==> config.mk <==
export PLATFORM = sky130hd
export DESIGN_NAME = sac_ram
export DESIGN_NICKNAME = d
export VERILOG_FILES = /design/src/design/sac_ram.sv
export SDC_FILE = /design/constraint.sdc
export NUM_CORES = 1
export LEC_CHECK = 0
export BUFFER_PORTS_ARGS = -buffer_cell sky130_fd_sc_hd__buf_2
export CAP_MARGIN = 10
export CORE_MARGIN = 4
export CORE_UTILIZATION = 50
export DETAILED_ROUTE_END_ITERATION = 12
export MAX_ROUTING_LAYER = met4
export PLACE_DENSITY = 0.78
export SETUP_SLACK_MARGIN = 0.02
export SLEW_MARGIN = 10
export SYNTH_ARGS = -nofsm -noshare
export SYNTH_HDL_FRONTEND = slang
export SYNTH_SLANG_ARGS = --single-unit
==> constraint.sdc <==
create_clock -name clock -period 3.1 [get_ports clock]
set_clock_uncertainty 0.15 [all_clocks]
set_input_delay 0.155 -clock clock [delete_from_list [all_inputs] [get_ports clock]]
set_output_delay 0.155 -clock clock [all_outputs]
set_load 0.1 [all_outputs]
==> src/design/sac_ram.sv <==
module sac_ram #(
   parameter int Width = 8,
   parameter int Depth = 16
) (
   input  logic                     clock,
   input  logic                     wr_en,
   input  logic [$clog2(Depth)-1:0] wr_addr,
   input  logic [Width-1:0]         wr_data,
   input  logic [$clog2(Depth)-1:0] rd_addr,
   output logic [Width-1:0]         rd_data
);
   logic [Width-1:0] mem [Depth];
   logic [Width-1:0] rd_data_ff;

   always_ff @(posedge clock) begin
      if (wr_en) begin
         mem[wr_addr] <= wr_data;
      end
      rd_data_ff <= mem[rd_addr];
   end

   assign rd_data = rd_data_ff;
endmodule

==> results of run 1 <==
==> layout make-up <==
class / instances / share of cell area [%]
clock buffers: 17 / 6.79
clock inverters: 14 / 3.28
multi-input cells: 83 / 17.3
flip-flops and latches: 136 / 65.7
well taps: 133 / 2.73
repair buffers: 38 / 4.19
==> metrics by stage <==
| step | setup WS [ns] | cells |
|---|---|---|
| 2_1_floorplan | 1.30 | 229 |
| 3_3_place_gp | 1.08 | 382 |
| 3_5_place_dp | 1.07 | 382 |
| 4_1_cts | 1.44 | 421 |
| 5_1_grt | 1.42 | 421 |
| 6_report | 1.45 | 421 |
==> routing by layer <==
metal	share of wire [%]	track usage (%)	vias up
met5	0	-	-
met1	40	24.2	1268
met4	1.4	6.77	0
li1	-	-	1065
met3	8.1	4.64	8
met2	51	27.4	100
==> worst paths after layout <==
kind,to,depth (start not counted)
worst min-delay path,mem[0][4],3
worst max register to register,rd_data[3],3
worst max-delay path,rd_data[3],1
worst min register to register,rd_data[2],3
==> kinds of logic (layout without fill, tap and decap cells) <==
logic type	count (synthesis)	in the layout
flops	136	136
buf+inv	10	69
simple gates	35	35
compound gates	16	16
mux	32	32
==> power groups by stage <==
stage | Sequential, mW | Clock [mW] | Combinational, mW
6_report | 2.07 | 2.07 | 0.274
4_1_cts | 2.07 | 2.09 | 0.277
3_3_place_gp | 2.11 | 0 | 0.262
5_1_grt | 2.07 | 2.18 | 0.291
2_1_floorplan | 2.19 | 0 | 0.104
3_5_place_dp | 2.11 | 0 | 0.268
==> flip-flops by register name, indices dropped and copies added, names as in the netlist <==
register	cells
rd_data	8
mem	128
==> worst register-to-register path: stages (launching register included) <==
cell and delay [ns]:
edfxtp_1 0.37, mux4_1 0.49, a22oi_1 0.25, nand2_1 0.09
==> layout by cell type, fill, tap and decap left out, types with 8 or more instances in the layout <==
cell,synthesis,final
buf_2,3,25
nand2_1,9,9
nor2_1,13,13
a22oi_1,16,16
dlygate4sd3_1,0,8
edfxtp_1,128,128
mux4_2,18,18
mux4_1,14,14
dfxtp_1,8,8
clkbuf_16,0,16
==> timing repair <==
item,in CTS,in global routing
hold buffers,8,0
setup buffers,0,0
endpoints found under the hold margin,128,0
==> results.py, run 1 <==
metrics = {
    "synth": {
        "syn_area_per_cell_um2": 22.5,
        "yosys.area.top_type": "edfxtp_1",
        "synth_most_common_cell": "edfxtp_1",
        "synthTopCellsByCount": "128 x edfxtp_1, 18 x mux4_2, 16 x a22oi_1, 14 x mux4_1, 13 x nor2_1",
        "synth_top_area_share_pct": 74.7,
        "ys_warn_count": 0,
        "synth-compound-area-share_pct": 2.33,
        "synth_ff_type": "edfxtp_1",
        "synth_edf_count": 128,
        "synthArstFlopShare_pct": 0,
        "synth_fp_nets": 247,
        "synthMuxAreaShare_pct": 15.0,
        "ys_top_cells_by_area": "edfxtp_1 75%, mux4_2 7.9%, mux4_1 7.1%",
        "synth_simple_gate_area_share_pct": 3.18,
        "syn_inst": 229,
        "ys_types": 19,
        "synthXorXnorAreaFrac_pct": 0,
        "ys_ff_latch": 136,
        "synth_top_family_by_area": "multiplexers",
        "ys_seq_area_share_pct": 77.8,
        "synth_area_um2": 5150,
        "synthAdderAreaFrac_pct": 0,
    },
    "critical_path": {
        "crit_path_max_incr_delay_ns": 0.46,
        "crit_family": "buffers and inverters",
        "worstSetupEndpointType": "primary output",
        "startpoint": "rd_data[3]",
        "regToRegSetupSlack_ns": 1.62,
        "crit_slowest_cell": "buf_2",
        "cp_data_arrival_time_ns": 1.34,
        "required_ns": 2.79,
        "critPathKind": "flop to primary output",
        "path_cells": "buf_2",
        "rr_startpoint": "mem[2][3]",
        "crit_path_start_kind": "flop",
        "worstPathBufferInverterCount": 1,
        "critPathMaxFanout": 1,
    },
    "job": {
        "cap_viol_max_count": 0,
    },
    "clocking": {
        "clock-root-buffer": "clkbuf_8",
        "clkTransAtPathRegs_ns": 0.06,
        "cts.sinks": 136,
        "numCtsBuffers": 17,
        "clockBufferDepth": 2,
        "cts_resized": 0,
        "h-tree-depth": 4,
        "clock_latency_ns": 0.51,
        "cts_tree": "yes",
    },
    "grt": {
        "grt_pass1_wl_mm": 14.6,
        "antenna_found_initial": 0,
        "grt_pass1_vias": 2572,
        "grt_start_max_net_pins": 33,
        "grt_overflow": 0,
        "grt.total_usage_pct": 18.1,
    },
    "finish": {
        "layout.nets": 294,
        "n_fill_cell": 679,
        "synthToLayoutAreaGrowth_pct": 18.4,
        "drive_gt1_share_pct": 27.8,
        "final_util_pct": 61.5,
        "multi_input_area_um2": 1060,
        "register_area_um2": 4000,
        "insertedDiodeCount": 0,
        "fin_area_um2": 6100,
    },
    "sta": {
        "tns_ns": 0,
        "setup_violations": 0,
        "hold_viol": 0,
        "rsz0062_at_grt": "no",
        "slew_viol_final": 0,
        "fin_crit_sh_pct": 53.1,
        "holdWs_ns": 0.0641,
        "period_minus_slack_ns": 1.65,
        "relSlewSlack_pct": 37.7,
        "tightest_slew_ns": 0.931,
        "fmax_ghz": 0.608,
    },
    "power_and_ir_drop": {
        "power_density_nw_per_um2": 723,
        "internal-power_mw": 3.45,
        "ir_worst_vdd_mv": 0.391,
        "p_comb_share_pct": 6.2,
        "switching_share_pct": 21.8,
        "power_leakage_nw": 2.05,
        "p_seq_share_pct": 46.9,
        "p_clk_share_pct": 46.8,
        "p_switching_mw": 0.961,
        "p_total_mw": 4.41,
    },
    "floorplan": {
        "die_height_um": 109,
        "rows": 36,
        "die_area_um2": 12000,
        "placeableCoreArea_um2": 9910,
        "fp.dieW_um": 109,
        "start_util_pct": 51.9,
        "io_pins": 26,
    },
    "detailed_routing": {
        "drt_iter0_markers": 194,
        "drt_first_pass_iters": 4,
        "num_vias": 2441,
        "routed_wl_mm": 9.62,
        "drc_errors": 0,
        "wire_per_inst_um": 22.9,
        "drt-vias-per-instance": 5.80,
        "ant_nets": 0,
    },
    "placed_design": {
        "place_congestion": 0.780,
        "dpl_cell_area_um2": 5400,
        "port_buffers": 25,
        "dp_hpwl_mm": 5.88,
    },
    "outcome": {
        "status": "finished, final reports clean",
    },
    "min_path": {
        "hp-class": "input port to flop",
        "worstHoldStart": "wr_addr[0]",
    },
}
Note: power is estimated with default switching activity, not from simulation.
==> inputs of run 2 (changes only) <==
==> constraint.sdc (replaced) <==
create_clock -name clock -period 1.6 [get_ports clock]
set_clock_uncertainty 0.15 [all_clocks]
set_input_delay 0.08 -clock clock [delete_from_list [all_inputs] [get_ports clock]]
set_output_delay 0.08 -clock clock [all_outputs]
set_load 0.1 [all_outputs]
==> results.py, run 2 (synthesis results as in run 1) <==
metrics = {
    "critical_path": {
        "reg2reg_to": "rd_data[5]",
        "regToRegSetupSlack_ns": 0.06,
        "critPathMaxFanout": 1,
        "required_ns": 1.84,
        "critPathKind": "flop to flop",
        "crit_slowest_cell": "mux4_2",
        "ff2ff_path_depth": 4,
        "crit_path_start_kind": "flop",
        "cp_data_arrival_time_ns": 1.79,
        "crit_family": "multiplexers",
        "path_cells": "mux4_2 > a22oi_2 > buf_4 > nand2_2",
        "crit_path_max_incr_delay_ns": 0.49,
        "rr_startpoint": "mem[10][5]",
        "worstPathBufferInverterCount": 1,
        "worstSetupEndpointType": "flop",
    },
    "clocking": {
        "cts_tree": "yes",
        "clockBufferDepth": 2,
        "clkTransAtPathRegs_ns": 0.06,
        "numCtsBuffers": 17,
        "clock-root-buffer": "clkbuf_8",
        "clock_latency_ns": 0.51,
        "cts.sinks": 136,
        "h-tree-depth": 4,
    },
    "floorplan": {
        "die_height_um": 109,
        "rows": 36,
        "io_pins": 26,
        "start_util_pct": 51.9,
        "fp.dieW_um": 109,
        "placeableCoreArea_um2": 9910,
        "die_area_um2": 12000,
    },
    "grt": {
        "grt_start_max_net_pins": 20,
        "grt_pass1_vias": 2746,
        "grt_pass1_wl_mm": 16.8,
        "grt.total_usage_pct": 21.2,
        "antenna_found_initial": 0,
        "grt_overflow": 0,
    },
    "detailed_routing": {
        "drt_iter0_markers": 282,
        "num_vias": 2604,
        "drc_errors": 0,
        "wire_per_inst_um": 24.5,
        "drt-vias-per-instance": 5.81,
        "drt_first_pass_iters": 5,
        "routed_wl_mm": 11.0,
        "ant_nets": 0,
    },
    "finish": {
        "insertedDiodeCount": 0,
        "largest_register_ffs": 128,
        "final_common_cell": "edfxtp_1",
        "synthToLayoutAreaGrowth_pct": 23.5,
        "layout.nets": 320,
        "final_util_pct": 64.2,
        "n_fill_cell": 643,
        "regMostFlops": "mem",
        "final_cell_mix": "128 x edfxtp_1, 25 x buf_2, 23 x buf_4",
        "drive_gt1_share_pct": 34.0,
    },
    "sta": {
        "setup_violations": 0,
        "rsz0062_at_grt": "yes",
        "slew_viol_final": 0,
        "relSlewSlack_pct": 66.9,
        "hold_viol": 0,
        "fin_crit_sh_pct": 96.4,
        "tightest_slew_ns": 0.500,
        "fmax_ghz": 0.648,
        "period_minus_slack_ns": 1.54,
    },
    "power_and_ir_drop": {
        "ir_worst_vdd_mv": 1.02,
        "p_total_mw": 8.70,
        "power_leakage_nw": 2.21,
        "power_density_nw_per_um2": 1370,
    },
    "placed_design": {
        "place_congestion": 0.740,
        "port_buffers": 25,
        "dp_hpwl_mm": 6.54,
    },
    "min_path": {
        "hold_path_end": "rd_data[3]",
        "worstHoldStart": "rd_addr[1]",
        "hp-class": "input port to flop",
        "whs_path_depth": 4,
    },
    "outcome": {
        "status": "finished, final reports clean",
    },
    "job": {
        "cap_viol_max_count": 0,
    },
}
[run 2: changes by cell type in the layout (fill, tap and decap cells not counted), moves of 2 or more]
| cell | delta |
|---|---|
| a22oi_2 | +3 |
| inv_6 | -2 |
| dlygate4sd3_1 | +4 |
| mux4_1 | -2 |
| mux4_2 | +2 |
| buf_4 | +19 |
| clkinv_2 | +3 |
| clkinv_4 | -2 |
| buf_12 | +2 |
| a22oi_1 | -3 |
[run 2: per-stage QoR]
step / area [µm²] / setup TNS [ns] / worst slack [ns] / cells / hold slack (ns)
after global routing: 6360 / 0 / 0.0141 / 448 / 0.0596
after global placement: 5590 / -0.312 / -0.119 / 403 / 0.333
after CTS: 6350 / 0 / 0.0219 / 448 / 0.0336
after detailed placement: 5590 / -0.585 / -0.163 / 403 / 0.346
after floorplan: 5150 / 0 / 0.104 / 229 / 0.0289
final: 6360 / 0 / 0.0572 / 448 / 0.0415
[run 2: worst max-delay path by stage]
| stage | depth (start not counted) | start | endpoint | slack, ns |
|---|---|---|---|---|
| floorplan | 2 | wr_addr[2] | mem[3][0] | 0.10 |
| global placement | 5 | rd_addr[0] | rd_data[3] | -0.12 |
| detailed placement | 6 | rd_addr[0] | rd_data[5] | -0.16 |
| CTS | 3 | mem[10][4] | rd_data[4] | 0.02 |
| global route | 4 | mem[10][5] | rd_data[5] | 0.01 |
| finish | 4 | mem[10][5] | rd_data[5] | 0.06 |
[run 2: routing by layer]
layer | global-route usage, % | share of wire (%) | vias to the layer above
met2 | 32.2 | 50 | 150
met3 | 6.22 | 9.2 | 20
li1 | - | - | 1117
met1 | 28.1 | 39 | 1317
met5 | - | 0 | -
met4 | 6.77 | 1.4 | 0
[run 2: worst min-delay path, delay by kind of cell]
| kind | cells | cell delay (ns) |
|---|---|---|
| AO/OA/AOI/OAI | 1 | 0.09 |
| buffers and inverters | 1 | 0.21 |
| multiplexers | 1 | 0.22 |
| AND/OR/NAND/NOR | 1 | 0.06 |
[run 2: area by class of cell]
class	instances	area [µm²]	area share, %
clock inverters	14	206	3.25
multi-input cells	83	1070	16.9
well taps	133	166	2.62
repair buffers	64	490	7.72
flip-flops and latches	136	4000	63.0
clock buffers	18	418	6.57
[run 2: report_power, final]
| part | internal (mW) | switching (mW) | leakage (nW) |
|---|---|---|---|
| Clock | 2.67 | 1.41 | 0.302 |
| Sequential | 3.98 | 0.0230 | 1.22 |
| Combinational | 0.200 | 0.411 | 0.680 |
[run 2: repair_timing]
| item | CTS | global route |
|---|---|---|
| gates resized for setup | 4 | 3 |
| hold endpoints to repair | 146 | 0 |
| buffers inserted | 0 | 0 |
| hold buffers | 13 | 0 |
| endpoints found under the setup margin | 2 | 4 |
| pin swaps | 1 | 2 |
