<file path="src/design/sac_pkg.sv">
package sac_pkg;
   localparam int MaxSetBits = 6;
   localparam int MaxWays    = 8;
   localparam int AddrBits   = 48;
   localparam int NumSets    = 1 << MaxSetBits;
   localparam int WayBits    = (MaxWays > 1) ? $clog2(MaxWays) : 1;
   localparam int RankBits   = WayBits;
   // one row per set: valid, tag and rank for every way
   localparam int LineBits   = 1 + AddrBits + RankBits;
   localparam int RowBits    = LineBits * MaxWays;
   localparam int CntBits    = 32;

   localparam logic [1:0] OP_LOAD   = 2'd0;
   localparam logic [1:0] OP_STORE  = 2'd1;
   localparam logic [1:0] OP_MODIFY = 2'd2;
   localparam logic [1:0] OP_IFETCH = 2'd3;

   localparam logic [1:0] OUT_HIT   = 2'd0;
   localparam logic [1:0] OUT_FILL  = 2'd1;
   localparam logic [1:0] OUT_EVICT = 2'd2;

   localparam logic [1:0] CSR_SET_BITS    = 2'd0;
   localparam logic [1:0] CSR_OFFSET_BITS = 2'd1;
   localparam logic [1:0] CSR_WAYS        = 2'd2;

   typedef struct packed {
      logic [1:0]          operation;
      logic [AddrBits-1:0] address;
   } req_type;

   typedef struct packed {
      logic [1:0]         outcome;
      logic [2:0]         way_used;
      logic               last;
      logic [CntBits-1:0] hit_total;
      logic [CntBits-1:0] miss_total;
      logic [CntBits-1:0] eviction_total;
   } rsp_type;

   typedef struct packed {
      logic                valid;
      logic [AddrBits-1:0] tag;
      logic [RankBits-1:0] rank;
   } line_type;

   typedef enum logic [1:0] {
      ST_CLEAR,
      ST_IDLE,
      ST_READ,
      ST_UPDATE
   } state_type;

   typedef struct packed {
      logic [1:0]          outcome;
      logic [WayBits-1:0]  way;
   } lookup_type;
endpackage

</file>
<file path="src/design/sac_lookup.sv">
module sac_lookup import sac_pkg::*; (
   input  logic [RowBits-1:0]  row,
   input  logic [AddrBits-1:0] tag,
   input  logic [3:0]          ways,
   output lookup_type          res,
   output logic [RowBits-1:0]  row_new
);
   line_type lines [MaxWays];
   line_type upd [MaxWays];
   logic [MaxWays-1:0] hit_vec;
   logic [MaxWays-1:0] empty_vec;
   logic [WayBits-1:0] sel;
   logic [RankBits:0]  r_old;
   logic               found;
   logic               have_empty;
   logic [RankBits-1:0] oldest;

   always_comb begin
      for (int i = 0; i < MaxWays; i++) begin
         lines[i] = row[i*LineBits +: LineBits];
         hit_vec[i]   = (i < ways) && lines[i].valid && (lines[i].tag == tag);
         empty_vec[i] = (i < ways) && !lines[i].valid;
      end
      found = 1'b0;
      have_empty = 1'b0;
      sel = '0;
      oldest = lines[0].rank;
      for (int i = MaxWays - 1; i >= 0; i--) begin
         if (empty_vec[i]) begin
            have_empty = 1'b1;
            sel = WayBits'(i);
         end
      end
      for (int i = MaxWays - 1; i >= 0; i--) begin
         if (hit_vec[i]) begin
            found = 1'b1;
         end
      end
      if (found) begin
         for (int i = MaxWays - 1; i >= 0; i--) begin
            if (hit_vec[i]) sel = WayBits'(i);
         end
         res.outcome = OUT_HIT;
         r_old = {1'b0, lines[sel].rank};
      end else if (have_empty) begin
         res.outcome = OUT_FILL;
         r_old = {1'b1, {RankBits{1'b0}}};
      end else begin
         // first way with the largest rank
         sel = '0;
         for (int i = 1; i < MaxWays; i++) begin
            if ((i < ways) && (lines[i].rank > oldest)) begin
               oldest = lines[i].rank;
               sel = WayBits'(i);
            end
         end
         res.outcome = OUT_EVICT;
         r_old = {1'b0, oldest};
      end
      res.way = sel;
      for (int i = 0; i < MaxWays; i++) begin
         upd[i] = lines[i];
         if (WayBits'(i) == sel) begin
            upd[i].valid = 1'b1;
            upd[i].tag   = tag;
            upd[i].rank  = '0;
         end else if (lines[i].valid && ({1'b0, lines[i].rank} < r_old)) begin
            upd[i].rank = lines[i].rank + 1'b1;
         end
         row_new[i*LineBits +: LineBits] = upd[i];
      end
   end
endmodule

</file>
<file path="config.mk">
export PLATFORM = sky130hd
export DESIGN_NAME = sac_lookup
export DESIGN_NICKNAME = d
export VERILOG_FILES = /design/src/design/sac_pkg.sv /design/src/design/sac_lookup.sv
export SDC_FILE = /design/constraint.sdc
export NUM_CORES = 1
export LEC_CHECK = 0
export CAP_MARGIN = 25
export CORE_AREA = 2 2 346 348
export DETAILED_ROUTE_END_ITERATION = 7
export DIE_AREA = 0 0 348 350
export DONT_BUFFER_PORTS = 1
export SYNTH_ARGS = -nofsm -noshare
export SYNTH_HDL_FRONTEND = slang
export SYNTH_SLANG_ARGS = --single-unit
</file>
<file path="constraint.sdc">
create_clock -name vclk -period 27.3
set_clock_uncertainty 0.2 [all_clocks]
set_input_delay 2.73 -clock vclk [all_inputs]
set_output_delay 2.73 -clock vclk [all_outputs]
set_load 0.01 [all_outputs]
</file>
==> flow_summary_export.csv, run 1 <==
group,metric,value,unit
floorplan,ioPinCount,889,
finish,final_common_cell,"mux2_2",
outcome,status,"finished, final reports clean",
route,routedWlPerCell,53.2,um
worst_setup_path,crit_required,24.37,ns
synth,synth-seq-area-share,0,%
synth,syn_area,12800,um2
clock_network,cts_hold_buf,0,
sta,relSlewSlack,17.4,%
clock_network,cts_setup_buffers,0,
worst_setup_path,critPathTopFamily,"compound AO/OA/AOI/OAI gates",
sta,max_freq,51.8,MHz
worst_setup_path,crit_path_start_kind,"input port",
finish,regArea,0,um2
finish,mostFrequentLayoutCells,"312 x mux2_2, 280 x xnor2_1, 107 x nand4_1",
finish,final_nets,1956,
synth,ys_warn_count,0,
global_routing,grt.overflow.total,0,
synth,syn_nets,2077,
placed_design,gp_congestion,0.858,
sta,period_needed,19.29,ns
global_routing,grt_pass1_vias,13500,
global_routing,antenna_found_initial,46,
sta,min_period_over_period,70.7,%
route,post-route-drc-count,0,
floorplan,start_util,10.8,%
floorplan,die_w,348,um
sta,rsz0062_at_grt,"false",
route,dr.pass1.iters,5,
worst_setup_path,critical_path.max_fanout,47,
worst_setup_path,critPathArrivalTime,16.36,ns
sta,tns,0,ns
route,drt-initial-drc-count,1402,
synth,yosys.cell_types.count,88,
floorplan,num_rows,126,
worst_setup_path,critPathMaxStageDelay,0.79,ns
synth,synth.avg_cell_area,8.08,um2
worst_hold_path,min_path_type,"input port to output port",
worst_setup_path,cpMostUsedCell,"ha_1",
route,postRouteAntennaNets,0,
sta,tightest_slew,1.23,ns
floorplan,die_h,350,um
finish,clockBufferCount,0,
worst_setup_path,crit_path_top_delay_cell,"nand3b_1",
sta,setup_violations,0,
global_routing,grt_max_degree,57,
route,via_count,14100,
finish,syn2layout_area_growth,12.2,%
route,wirelength,161000,um
worst_setup_path,crit_type,"input port to output port",
sta,slew_violations,0,
sta,hold_viol,0,
floorplan,die_area,122000,um2
global_routing,grt_pass1_wl,190000,um
worst_setup_path,startpoint,"row[2]",
finish,seq_cells,0,
worst_hold_path,hold_start,"row[259]",
worst_setup_path,crit_path_end_kind,"output port",
floorplan,coreArea,118000,um2
global_routing,grt_util_all_layers,25.0,%
placed_design,io_buffers,0,
clock_network,cts_resized,0,
run,maxCapViolCount,0,
finish,final_layout_size_suffix_gt1_share,26.8,%
route,viasPerCell,4.65,
worst_setup_path,cp_num_buf_inv,6,
synth,syn_inst,1580,
placed_design,place_hpwl,138000,um
-- synthesized netlist by cell type (all sizes together) (4+ instances only) --
cell type | count | share of area, %
xor2 | 106 | 7.3
nor3b | 6 | 0.35
ha | 29 | 2.8
a21oi | 24 | 1.0
a21boi | 5 | 0.32
nand2b | 23 | 1.1
nand3 | 28 | 1.1
buf | 73 | 3.4
xnor2 | 280 | 19
nand2 | 64 | 1.9
mux2i | 23 | 1.8
nor2b | 10 | 0.49
o31ai | 5 | 0.29
a31oi | 10 | 0.49
or3 | 4 | 0.20
and4 | 8 | 0.55
mux2 | 381 | 34
clkbuf | 77 | 2.3
a211oi | 10 | 0.76
nand4 | 107 | 5.2
and3 | 9 | 0.44
nor2 | 42 | 1.3
o221a | 4 | 0.42
o21a | 7 | 0.41
or4 | 10 | 0.59
or2 | 13 | 0.64
o21ai | 34 | 1.6
inv | 34 | 1.0
nor3 | 21 | 1.1
nor4 | 53 | 2.6
a221oi | 4 | 0.32
o211ai | 12 | 0.71
and2 | 6 | 0.29
or4b | 4 | 0.31
-- layer usage --
layer / vias to the layer above / GRT usage [%] / part of all wire (%)
li1: 5570 / - / -
met1: 7061 / 25.5 / 34
met2: 1183 / 41.9 / 47
met3: 240 / 16.2 / 16
met4: 40 / 7.20 / 3.7
met5: - / 0.903 / 0.17
-- per-stage QoR --
stage | area [um2] | cells | worst slack [ns] | utilization (%) | hold slack (ns)
after floorplan | 12800 | 1580 | 10.32 | - | 5.37
after global placement | 14200 | 2989 | 8.10 | 12.0 | 5.37
after detailed placement | 14200 | 2992 | 8.26 | 12.1 | 5.37
after CTS | 14200 | 2992 | 8.20 | 12.1 | 5.37
after global routing | 14200 | 3000 | 6.89 | 12.1 | 5.37
final | 14300 | 3029 | 8.01 | 12.2 | 5.37
-- kinds of logic after synthesis --
group,share of synthesized area [%]
and+or+nand+nor,18.9
xor gates and xnor gates,26.5
buffers and inverters,6.68
AOI/OAI and AO/OA,9.39
adders and majority gates,3.08
muxes,35.5
-- final cells by class --
| type | instances | area, um2 |
|---|---|---|
| Fill cell | 13500 | 103000 |
| Multi-Input combinational cell | 1396 | 12000 |
| Tap cell | 1536 | 1920 |
| Timing Repair Buffer | 27 | 213 |
| Inverter | 34 | 128 |
| Antenna cell | 36 | 90.1 |
-- final timing paths --
kind / end / slack (ns) / cells after the start
hold / removal: row_new[259] / 5.37 / 1
setup / recovery: row_new[262] / 8.01 / 55
==> run 2, diff against run 1 <==
Clock period 27.3 ns to 16.3 ns, I/O delays scaled along.
==> flow_summary_export.csv, run 2 (synthesis results as in run 1) <==
group,metric,value,unit
sta,tns,0,ns
route,post-route-drc-count,0,
finish,final_common_cell,"mux2_2",
route,via_count,14300,
global_routing,grt_util_all_layers,25.0,%
finish,syn2layout_area_growth,14.6,%
sta,rsz0062_at_grt,"false",
worst_setup_path,crit_path_start_kind,"input port",
global_routing,grt_pass1_vias,13600,
clock_network,cts_hold_buf,0,
worst_setup_path,crit_required,14.47,ns
run,maxCapViolCount,0,
finish,regArea,0,um2
finish,n_fill_cell,13500,
placed_design,io_buffers,0,
worst_setup_path,critical_path.max_fanout,50,
sta,max_freq,64.6,MHz
finish,final_nets,1988,
worst_setup_path,critPathArrivalTime,13.66,ns
global_routing,antenna_found_initial,49,
worst_setup_path,crit_type,"input port to output port",
finish,mostFrequentLayoutCells,"312 x mux2_2, 280 x xnor2_1, 107 x nand4_1",
floorplan,coreArea,118000,um2
global_routing,grt_pass1_wl,190000,um
sta,relSlewSlack,24.9,%
worst_setup_path,critPathMaxStageDelay,0.50,ns
sta,min_period_over_period,95.0,%
route,viasPerCell,4.69,
sta,hold_viol,0,
worst_hold_path,hold-path-cell-count,1,
outcome,status,"finished, final reports clean",
floorplan,die_area,122000,um2
finish,final_layout_size_suffix_gt1_share,28.5,%
global_routing,grt_max_degree,51,
global_routing,grt.overflow.total,0,
worst_setup_path,crit_path_end_kind,"output port",
route,routedWlPerCell,52.8,um
sta,tightest_slew,1.12,ns
sta,period_needed,15.49,ns
finish,clockBufferCount,0,
floorplan,die_h,350,um
route,dr.pass1.iters,5,
sta,slew_violations,0,
route,postRouteAntennaNets,0,
worst_setup_path,cpMostUsedCell,"ha_1",
worst_setup_path,crit_path_top_delay_cell,"or4_1",
route,drt-initial-drc-count,1397,
route,wirelength,161000,um
placed_design,place_hpwl,139000,um
worst_hold_path,min_path_type,"input port to output port",
floorplan,die_w,348,um
clock_network,cts_setup_buffers,0,
floorplan,num_rows,126,
sta,setup_violations,0,
floorplan,ioPinCount,889,
finish,seq_cells,0,
floorplan,start_util,10.8,%
placed_design,gp_congestion,0.894,
==> run 2: cell types whose count changed in the layout (fill, tap and decap cells not counted) <==
cell / delta
diode_2: -16
a21oi_2: +1
nor2_2: -1
buf_12: +7
buf_4: +26
nor4_1: -2
buf_2: -1
nor4_2: +2
a21oi_1: -1
nor2_1: +1
==> run 2: cell type report <==
cell class         count  area [um2]  share of cell area (%)
diodes                20        50.0                   0.342
inverters             34         128                   0.873
multi-input cells   1396       12000                    81.9
well taps           1536        1920                    13.1
repair buffers        59         543                    3.71
==> run 2: per-layer routing <==
metal | part of all wire [%] | global-route usage, %
met5 | 0.21 | 0.706
met2 | 46 | 41.3
met4 | 4.1 | 8.22
met3 | 16 | 16.5
met1 | 34 | 25.3
==> run 2: path summary, 6_finish.rpt <==
path,from,end,slack (ns)
worst max-delay path,row[2],row_new[8],0.81
worst min-delay path,row[259],row_new[259],3.17
==> run 2: what timing repair did <==
| action | in CTS | in global routing |
|---|---|---|
| endpoints found under the setup margin | 0 | 31 |
| hold endpoints to repair | 0 | 0 |
| resized for setup | 0 | 1 |
==> run 2: stage by stage <==
step           util (%)  instance area (um2)  cells  setup WS (ns)  hold WS, ns
2_1_floorplan         -                12800   1580           1.52         3.17
3_3_place_gp       12.4                14500   3022          0.620         3.17
3_5_place_dp       12.4                14600   3024          0.794         3.17
4_1_cts            12.4                14600   3024          0.767         3.17
5_1_grt            12.4                14600   3027         0.0227         3.18
6_report           12.4                14600   3045          0.814         3.17
==> run 2: critical path, delay by kind of cell <==
kind | cells | cell delay (ns)
compound gates | 18 | 3.92
buf+inv | 7 | 1.08
fa+ha+maj | 8 | 2.38
simple gates | 18 | 3.27
mux | 3 | 1.19
==> run 3, diff against run 2 <==
Settings changed: ABC_AREA set to 1, CORE_AREA 2 2 346 348 to 2 2 349 351, DIE_AREA 0 0 348 350 to 0 0 351 353.
==> flow_summary_export.csv, run 3 <==
group,metric,value,unit
outcome,status,"finished, final reports clean",
sta,setup_violations,0,
route,routed.top_layer,"met5",
sta,hold_viol,0,
worst_setup_path,startpoint,"row[2]",
floorplan,start_util,12.1,%
sta,tns,0,ns
power,p_leak,7.39,nW
synth,yosys-top-cells-area,"nand2_1 21%, o21ai_0 8.8%, inv_1 8.3%, nor2_1 8.2%, xor2_1 6.8%",
finish,seq_cells,0,
synth,ys_top_cells_by_count,"832 x nand2_1, 324 x inv_1, 318 x nor2_1",
worst_setup_path,cp_num_buf_inv,7,
floorplan,die_w,351,um
synth,syn_nets,3450,
floorplan,num_rows,128,
sta,slew_violations,0,
synth,syn_area,14600,um2
route,dr.pass1.iters,8,
power,peakVddDrop,0.0140,mV
finish,multi_input_area,12500,um2
synth,yosysMostFrequentCell,"nand2_1",
global_routing,antenna_found_initial,33,
synth,syn_inst,2953,
finish,n_fill_cell,14300,
finish,final_layout_size_suffix_gt1_share,7.07,%
sta,max_freq,73.5,MHz
worst_hold_path,hold-path-cell-count,2,
synth,synth_top_area_cell,"nand2_1",
worst_setup_path,crit_type,"input port to output port",
worst_setup_path,crit_path_top_delay_cell,"clkinv_2",
run,maxCapViolCount,0,
route,met1Wirelength,61300,um
worst_setup_path,cpMostUsedCell,"o21ai_0",
finish,regArea,0,um2
route,postRouteAntennaNets,0,
clock_network,cts_hold_buf,0,
sta,min_period_over_period,83.5,%
worst_setup_path,crit_path_end_kind,"output port",
global_routing,grt_pass1_vias,20000,
route,met2_length,81400,um
worst_setup_path,critical_path.max_fanout,45,
placed_design,io_buffers,0,
placed_design,place_hpwl,154000,um
worst_setup_path,critPathTopFamily,"simple AND/OR/NAND/NOR gates",
worst_hold_path,min_path_type,"input port to output port",
worst_setup_path,critPathMaxStageDelay,0.58,ns
route,drt-initial-drc-count,2431,
floorplan,die_area,124000,um2
route,wirelength,176000,um
placed_design,dpl_cell_area,16400,um2
worst_setup_path,crit_required,14.47,ns
sta,period_needed,13.60,ns
finish,mostFrequentLayoutCells,"832 x nand2_1, 324 x inv_1, 318 x nor2_1",
clock_network,cts_setup_buffers,0,
floorplan,coreArea,121000,um2
floorplan,die_h,353,um
worst_setup_path,crit_path_start_kind,"input port",
clock_network,cts_resized,0,
global_routing,grt_max_degree,85,
power,power_density,39.6,nW/um2
global_routing,grt_util_all_layers,26.8,%
worst_setup_path,crit_cells,52,
global_routing,grt.overflow.total,0,
worst_hold_path,hold_start,"row[249]",
placed_design,gp_congestion,0.915,
synth,synth-seq-area-share,0,%
route,routedWlPerCell,39.0,um
worst_setup_path,critPathArrivalTime,11.77,ns
synth,synth.avg_cell_area,4.95,um2
synth,ys_warn_count,0,
finish,syn2layout_area_growth,12.9,%
sta,tightest_slew,1.18,ns
finish,clockBufferCount,0,
sta,relSlewSlack,20.2,%
route,viasPerCell,4.84,
worst_hold_path,min_to,"row_new[249]",
route,post-route-drc-count,0,
finish,final_cell_area,16500,um2
synth,synth_top_area_share,21.4,%
floorplan,ioPinCount,889,
finish,final_nets,3370,
route,met3_length,24200,um
route,via_count,21900,
finish,final_common_cell,"nand2_1",
synth,yosys.cell_types.count,56,
global_routing,grt_pass1_wl,215000,um
sta,rsz0062_at_grt,"false",
## run 3: worst max-delay path by stage
stage | end | slack (ns)
4_1_cts | row_new[131] | 2.70
2_1_floorplan | row_new[261] | 4.83
3_5_place_dp | row_new[131] | 2.71
3_3_place_gp | row_new[131] | 2.53
5_1_grt | row_new[131] | 1.78
6_report | row_new[131] | 2.70
## run 3: layout make-up
| type | instances | share of cell area, % |
|---|---|---|
| repair buffers | 75 | 3.49 |
| multi-input cells | 2448 | 75.9 |
| inverters | 348 | 8.00 |
| diodes | 16 | 0.243 |
| well taps | 1625 | 12.3 |
## run 3: cell families after synthesis
group / after synthesis / share of synthesized area, %
adder cells (fa/ha/maj): 29 / 2.48
AND/OR/NAND/NOR: 1730 / 53.7
buffers and inverters: 505 / 14.5
AO/OA/AOI/OAI: 513 / 18.8
XOR/XNOR: 176 / 10.5
## run 3: power by group
group / internal [mW] / total [mW] / leakage (nW) / switching (mW)
Combinational: 0.166 / 0.654 / 7.39 / 0.488
Clock: 0.000000134 / 0.000000134 / 0.000101 / 0
Sequential: 0 / 0 / 0 / 0
## run 3: layer usage
layer / vias up / global-route usage, %
met5: - / 0
met4: 28 / 10.6
met3: 275 / 14.0
met2: 1530 / 45.2
met1: 10400 / 27.9
li1: 9593 / -
## run 3: through the flow
| stage | hold slack, ns | power, mW | util [%] | std cells | setup WS (ns) |
|---|---|---|---|---|---|
| after global placement | 3.18 | 0.649 | 13.6 | 4487 | 2.53 |
| after detailed placement | 3.18 | 0.651 | 13.6 | 4494 | 2.71 |
| after floorplan | 3.17 | 0.429 | - | 2953 | 4.83 |
| after global routing | 3.19 | 0.698 | 13.7 | 4503 | 1.78 |
| final | 3.18 | 0.654 | 13.7 | 4512 | 2.70 |
| after CTS | 3.18 | 0.653 | 13.6 | 4494 | 2.70 |
Power figures use the tool's default switching activity.
